===== src/rtl/decision_hysteresis_filter_core_assert.svh =====
// Assertion macros shared by the decision hysteresis filter RTL.
// No dependencies; include after the module's signals are declared.
`ifndef DECISION_HYSTERESIS_FILTER_CORE_ASSERT_SVH
`define DECISION_HYSTERESIS_FILTER_CORE_ASSERT_SVH

// same-cycle implication, held off during reset
`define DHF_ASSERT_IMP(label, clk, rst, ante, cons) \
  label: assert property (@(posedge clk) disable iff (rst) (ante) |-> (cons)) \
    else $error("dhf assertion failed");

// next-cycle implication, held off during reset
`define DHF_ASSERT_NXT(label, clk, rst, ante, cons) \
  label: assert property (@(posedge clk) disable iff (rst) (ante) |=> (cons)) \
    else $error("dhf assertion failed");

`endif


===== src/rtl/dhf_pkg.sv =====
// Shared types and constants for the decision hysteresis filter.
// No dependencies; used by dhf_div and decision_hysteresis_filter_core.
`default_nettype none

package dhf_pkg;

  localparam int SLOTS_DEF        = 64;
  localparam int WINDOW_DEPTH_DEF = 10;

  localparam int STATE_W = 3;
  localparam int RUN_W   = 16;
  localparam int CFG_W   = 4;
  localparam int Q_W     = 17;           // confidence, Q1.16 up to 1.0
  localparam int SUM_W   = 18;           // sum of up to 16 weights
  localparam int NUM_W   = Q_W + SUM_W + 1;

  localparam logic [CFG_W-1:0] HYST_RESET = 4'd3;
  localparam logic [RUN_W-1:0] RUN_MAX    = 16'hFFFF;

  // round(0.7^i * 65536), newest entry first
  localparam logic [Q_W-1:0] WEIGHT_Q16 [16] = '{
    17'd65536, 17'd45875, 17'd32113, 17'd22479, 17'd15735, 17'd11015, 17'd7710, 17'd5397,
    17'd3778,  17'd2645,  17'd1851,  17'd1296,  17'd907,   17'd635,   17'd444,  17'd311
  };

  typedef enum logic [2:0] {
    ST_CLEAR,
    ST_IDLE,
    ST_UPDATE,
    ST_SUM,
    ST_LAUNCH,
    ST_DIV,
    ST_EMIT
  } state_t;

endpackage

`default_nettype wire


===== src/rtl/dhf_div.sv =====
// Restoring divider for the confidence ratio, one quotient bit per cycle.
// Depends on dhf_pkg and decision_hysteresis_filter_core_assert.svh.
`default_nettype none

module dhf_div
  import dhf_pkg::*;
(
  input  wire logic             clk,
  input  wire logic             rst,
  input  wire logic             start,
  input  wire logic [NUM_W-1:0] num,
  input  wire logic [SUM_W-1:0] den,
  output logic                  busy,
  output logic                  done,
  output logic [Q_W-1:0]        quot
);

  localparam int REM_W = NUM_W - Q_W;
  localparam int CNT_W = $clog2(Q_W);

  logic [REM_W-1:0] rem;
  logic [Q_W-1:0]   low;
  logic [CNT_W-1:0] cnt;
  logic [SUM_W-1:0] den_q;
  logic [REM_W-1:0] trial;
  logic             take;

  // quotient fits Q_W bits, so the top part of num is already below den
  assign trial = {rem[REM_W-2:0], low[Q_W-1]};
  assign take  = trial >= REM_W'(den_q);
  assign quot  = low;

  always_ff @(posedge clk) begin
    if (rst) begin
      busy <= 1'b0;
      done <= 1'b0;
      cnt  <= '0;
    end else begin
      done <= 1'b0;
      if (start) begin
        busy <= 1'b1;
        cnt  <= '0;
      end else if (busy) begin
        cnt <= cnt + CNT_W'(1);
        if (cnt == CNT_W'(Q_W - 1)) begin
          busy <= 1'b0;
          done <= 1'b1;
        end
      end
    end
  end

  always_ff @(posedge clk) begin
    if (start) begin
      rem   <= num[NUM_W-1:Q_W];
      low   <= num[Q_W-1:0];
      den_q <= den;
    end else if (busy) begin
      rem <= take ? (trial - REM_W'(den_q)) : trial;
      low <= {low[Q_W-2:0], take};
    end
  end

`include "decision_hysteresis_filter_core_assert.svh"

  `DHF_ASSERT_IMP(a_start_idle, clk, rst, start, !busy)
  `DHF_ASSERT_NXT(a_done_after_last, clk, rst, busy && cnt == CNT_W'(Q_W - 1), done && !busy)
  `DHF_ASSERT_IMP(a_rem_below_den, clk, rst, busy, rem < REM_W'(den_q))

endmodule

`default_nettype wire

===== config.mk =====
export PLATFORM = sky130hd
export DESIGN_NAME = dhf_div
export DESIGN_NICKNAME = d
export VERILOG_FILES = /design/src/rtl/dhf_pkg.sv /design/src/rtl/dhf_div.sv
export VERILOG_INCLUDE_DIRS = /design/src /design/src/rtl
export SDC_FILE = /design/constraint.sdc
export NUM_CORES = 1
export LEC_CHECK = 0
export BUFFER_PORTS_ARGS = -buffer_cell sky130_fd_sc_hd__clkbuf_2
export CAP_MARGIN = 20
export CORE_MARGIN = 1
export CORE_UTILIZATION = 55
export DETAILED_ROUTE_END_ITERATION = 6
export GPL_TIMING_DRIVEN = 1
export HOLD_SLACK_MARGIN = 0.12
export PLACE_DENSITY_LB_ADDON = 0.08
export SKIP_LAST_GASP = 1
export SYNTH_ARGS = -nofsm -noshare
export SYNTH_HDL_FRONTEND = slang
export SYNTH_SLANG_ARGS = --single-unit

===== constraint.sdc =====
create_clock -name clk -period 2.55 [get_ports clk]
set_input_delay 0.3825 -clock clk [delete_from_list [all_inputs] [get_ports clk]]
set_output_delay 0.3825 -clock clk [all_outputs]
set_load 0.01 [all_outputs]

* Yosys cells after proc, flatten, opt, wreduce, memory -nomap -nowiden *
Index checks and enable logic that the tools add are counted.

cells by class
  bitwise logic cells = 1
  $lt $le $gt $ge = 1
  add/subtract/negate cells = 2
  equal/unequal tests = 1
  $mul = 0
  reduce and logical (&&, ||, !) cells = 3
  divide/modulo/power cells = 0
  shift operators = 0
  multiplexer cells = 9

operators with widths
  cell                                                            number
  18-bit 2-to-1 mux                                               3
  17-bit 2-to-1 mux                                               2
  19-bit by 18-bit >= comparator with 1-bit output                1
  18-bit subtractor                                               1
  5-bit by 1-bit adder with 5-bit output (second input constant)  1
  5-bit == test (second input constant)                           1
  1-bit 2-to-1 mux                                                4
  3-bit OR reduction                                              1
  2-bit nonzero test                                              1
  2-bit OR reduction                                              1
  1-bit NOT                                                       1

word-level totals
  bits in latches = 0
  word-level logic and storage cells = 23
  memories kept = 0
  bits in read-only memories = 0
  memory bits (writable) = 0
  register bits = 60
  output and inout port bits = 19

* Logic depth before layout (Yosys ltp) *
  depth after elaboration = 4
  gate-level depth with buffers = 11
  mapped depth without buffers = 9

* Worst setup path before layout *
Ideal clock, no wire load.

  kind = reg-to-reg
  from = register low[16] (netlist: quot[16])
  to = register rem[16] (data pin)
  stages on the path, launching flop included = 10
  path buffers = 0
  clock period less this slack = 2.409 ns
  slack = 0.141 ns
  data arrival time = 2.142 ns
  cells stage by stage = edfxtp_1 > inv_1 > ha_1 > fa_1 > nand2b_1 > a21o_1 > a211oi_2 > a41oi_1 > o311ai_1 > a31oi_1

between the ends
  cells in the longest elaborated chain, start to end = 4

RTL lines
  item                                                                                          RTL line                      text
  start, declared                                                                               dhf_div.sv:22                 logic [Q_W-1:0] low;
  start signal, assigned                                                                        dhf_div.sv:56                 low <= num[Q_W-1:0];
  start signal, assigned                                                                        dhf_div.sv:60                 low <= {low[Q_W-2:0], take};
  18-bit subtractor / 19-bit by 18-bit >= comparator with 1-bit output (equally long branches)  dhf_div.sv:59, dhf_div.sv:30
  18-bit 2-to-1 mux (*)                                                                         dhf_div.sv:59                 rem <= take ? (trial - REM_W'(den_q)) : trial;
  18-bit 2-to-1 mux (*)                                                                         dhf_div.sv:58                 end else if (busy) begin
  18-bit 2-to-1 mux (*)                                                                         dhf_div.sv:54                 if (start) begin
  end signal, assigned                                                                          dhf_div.sv:55                 rem <= num[NUM_W-1:Q_W];
  end signal, assigned                                                                          dhf_div.sv:59
  end, declared                                                                                 dhf_div.sv:21                 logic [REM_W-1:0] rem;

Every way passes the cells marked *; elsewhere a longest branch is shown, timed or not. The select of a mux whose other input is x is not followed.
A chain may end at the register's enable or synchronous reset.

* Worst setup path after layout *
Ends and elaborated chain as after synthesis.

==> run_results.csv <==
group,metric,value,unit
run_status,status,"finished, violations left",
run_status,failed_checks,"DRC",
pwr,power.leakage,1.91,nW
detailed_routing,first_pass_iters,6,
clock_tree,postCtsHoldBufs,0,
detailed_routing,wire_per_inst,15.9,um
finish,utilization,70.3,%
finish,diodes,0,
yosys,avgSynthCellArea,11.3,um2
global_routing,overflow,0,
sta,tightestPinTransition,0.648,ns
sta,final_max_slew_viol_count,0,
min_path,min_delay_path_depth,2,
finish,seqCellArea,1730,um2
finish,n_fill_cell,511,
min_path,whs_endpoint,"busy$_SDFF_PP0_",
worst_setup_path,worstPathArrival,2.60,ns
detailed_routing,drt_iter0_markers,141,
yosys,yosys-mux-area-fraction,5.66,%
clock_tree,cts_tree,"done",
yosys,yosys_register_bits,60,
worst_setup_path,cp-end-kind,"register",
flow_run,maxCapViolations,0,
yosys,synth_simple_gate_area_share,12.5,%
detailed_routing,totalWireLength,8090,um
sta,setup_ws,0.0210,ns
sta,fin_crit_sh,99.2,%
finish,fin_area,4540,um2
min_path,hold_path_class,"input pin to register",
clock_tree,numClockSinks,60,
sta,clock.fmax,395,MHz
yosys,ys_seq_area_share,46.3,%
yosys,synth_ff_type,"edfxtp_1",
sta,finalSetupViolations,0,
worst_setup_path,cp_data_required_time,2.62,ns
floorplanning,core,6460,um2
yosys,syn-instance-count,330,
clock_tree,clk_pin_slew_worst_paths,0.07,ns
sta,relSlewSlack,56.8,%
finish,multiInputGateArea,1850,um2
placement,dp_hpwl,5780,um
clock_tree,cts_htree_levels,3,
floorplanning,die_h,84.4,um
yosys,synth_xor_area_share,3.98,%
floorplanning,dieArea,7130,um2
finish,final_common_cell,"clkbuf_2",
yosys,yosysWarningCount,0,
finish,fin_nets,505,
global_routing,antenna_found_initial,0,
placement,place_area,4270,um2
placement,gp_congestion,0.860,
detailed_routing,num_vias,2892,
sta,finalHoldViolations,0,
clock_tree,insertion_delay,0.34,ns
finish,final_cell_mix,"clkbuf_2 (74), edfxtp_1 (53), buf_4 (28)",
floorplanning,start_util,57.9,%
worst_setup_path,crit_chain,"inv_1, ha_2, fa_2, nand2b_4, a21o_1, a211oi_2, a41oi_2, o311ai_2, a31oi_1",
worst_setup_path,timing.rr.end,"rem[16]$_DFFE_PP_",
sta,finalClockSkew,0.00508,ns
pwr,irDropWorstVdd,448,uV
sta,post-route-min-period,2.53,ns
yosys,synth_compound_area_share,18.2,%
global_routing,grt_pass1_wl,13100,um
worst_setup_path,slowest_stage,"o311ai_2",
finish,area_growth,21.4,%
worst_setup_path,critical_path_class,"register to register",
min_path,hold_start,"rst",
worst_setup_path,r2r-start,"quot[16]$_DFFE_PP_",
worst_setup_path,rrSetupSlack,0.02,ns
global_routing,grt_start_max_net_pins,60,
placement,pre_cts_ws,-0.0318,ns
worst_setup_path,critPathLaunchType,"register",
yosys,syn_area,3740,um2
worst_setup_path,max_stage_delay,0.36,ns
detailed_routing,ant_nets,0,
yosys,synth_top_family_by_area,"compound AO/OA/AOI/OAI gates",
yosys,synthArstFlopShare,0,%
floorplanning,placementRows,29,
clock_tree,clock-root-buffer,"clkbuf_8",
sta,hold-worst-slack,0.204,ns
yosys,syn_nets,408,
detailed_routing,drc,2,
pwr,pwr_density_cell,836,nW/um2
yosys,synth_cell_type_count,60,
yosys,synthAdderAreaFrac,7.23,%
clock_tree,clockBufferDepth,2,
sta,rsz0062_at_grt,"yes",
worst_setup_path,crit_fanout,2,
detailed_routing,viasPerCell,5.68,
finish,drive_above_1_share,37.7,%
global_routing,grt_usage,23.8,%
sta,fin_setup_tns,0,ns
floorplanning,io_pins,76,
clock_tree,numCtsBuffers,9,
yosys,synth-edff-count,53,
floorplanning,die_w,84.4,um
worst_setup_path,ff2ff_path_depth,9,
placement,port_buffers,74,
global_routing,grt_pass1_vias,2897,
per-layer routing:
layer	wire length (um)	GRT usage [%]
met5	0	0
met1	3670	30.1
met2	3890	39.2
met3	426	5.70
met4	106	10.3
cells in the mapped netlist, drive strengths merged, types with 8 or more instances:
cell	count	area (um2)
a21oi	16	80.1
a41oi	9	86.3
and2	11	70.1
buf	10	105
edfxtp	53	1590
ha	20	250
inv	26	97.6
mux2	17	191
nand2	17	63.8
nand2b	8	50.1
nand3	8	40.0
nand4	9	56.3
nor2	19	78.8
o31ai	10	95.1
xor2	10	87.6
critical path, delay by kind of cell (launching register included):
family                   cells  cell delay (ns)
AND/OR/NAND/NOR              1             0.15
AO/OA/AOI/OAI                5             1.18
adder cells (fa/ha/maj)      2             0.53
flip-flops                   1             0.34
buffers and inverters        1             0.06
worst max path at each step:
stage,from,end,cells after the start
after floorplan,quot[16]$_DFFE_PP_,rem[16]$_DFFE_PP_,9
after global placement,quot[16]$_DFFE_PP_,rem[16]$_DFFE_PP_,9
after detailed placement,quot[16]$_DFFE_PP_,rem[16]$_DFFE_PP_,9
after CTS,quot[16]$_DFFE_PP_,rem[16]$_DFFE_PP_,9
after global routing,quot[16]$_DFFE_PP_,rem[16]$_DFFE_PP_,9
final,quot[16]$_DFFE_PP_,rem[16]$_DFFE_PP_,9
power by group:
part | switching [mW] | leakage (nW) | internal, mW
logic | 0.889 | 1.23 | 0.764
registers | 0.0882 | 0.587 | 1.26
clock network | 0.383 | 0.0956 | 0.408
layout make-up:
| type | count | share of cell area, % |
|---|---|---|
| multi-input cells | 227 | 40.8 |
| clock inverters | 4 | 0.469 |
| well taps | 77 | 2.12 |
| clock buffers | 12 | 3.45 |
| flip-flops and latches | 60 | 38.1 |
| inverters | 27 | 2.23 |
| repair buffers | 102 | 12.8 |
registers in the layout (all words and copies together) (netlist names):
signal  cells
den_q      18
rem        18
quot       17
cnt         5
busy        1
done        1
logic make-up (layout without fill, tap and decap cells):
group | after synthesis | after routing
AOI/OAI and AO/OA | 82 | 82
xor gates and xnor gates | 17 | 17
adders and majority gates | 21 | 21
buffers and inverters | 43 | 145
DFF | 60 | 60
muxes | 19 | 19
and+or+nand+nor | 88 | 88
what timing repair did:
action                                  CTS  global route
endpoints found under the setup margin    1            19
buffers inserted                          0             2
pin swaps                                 0             6
gates resized for setup                   1            15
stage by stage:
step           instances  total power [mW]
2_1_floorplan        330              2.49
3_3_place_gp         491              2.89
3_5_place_dp         491              2.92
4_1_cts              507              3.74
5_1_grt              509              4.02
6_report             509              3.79
(Power assumes the default switching activity.)
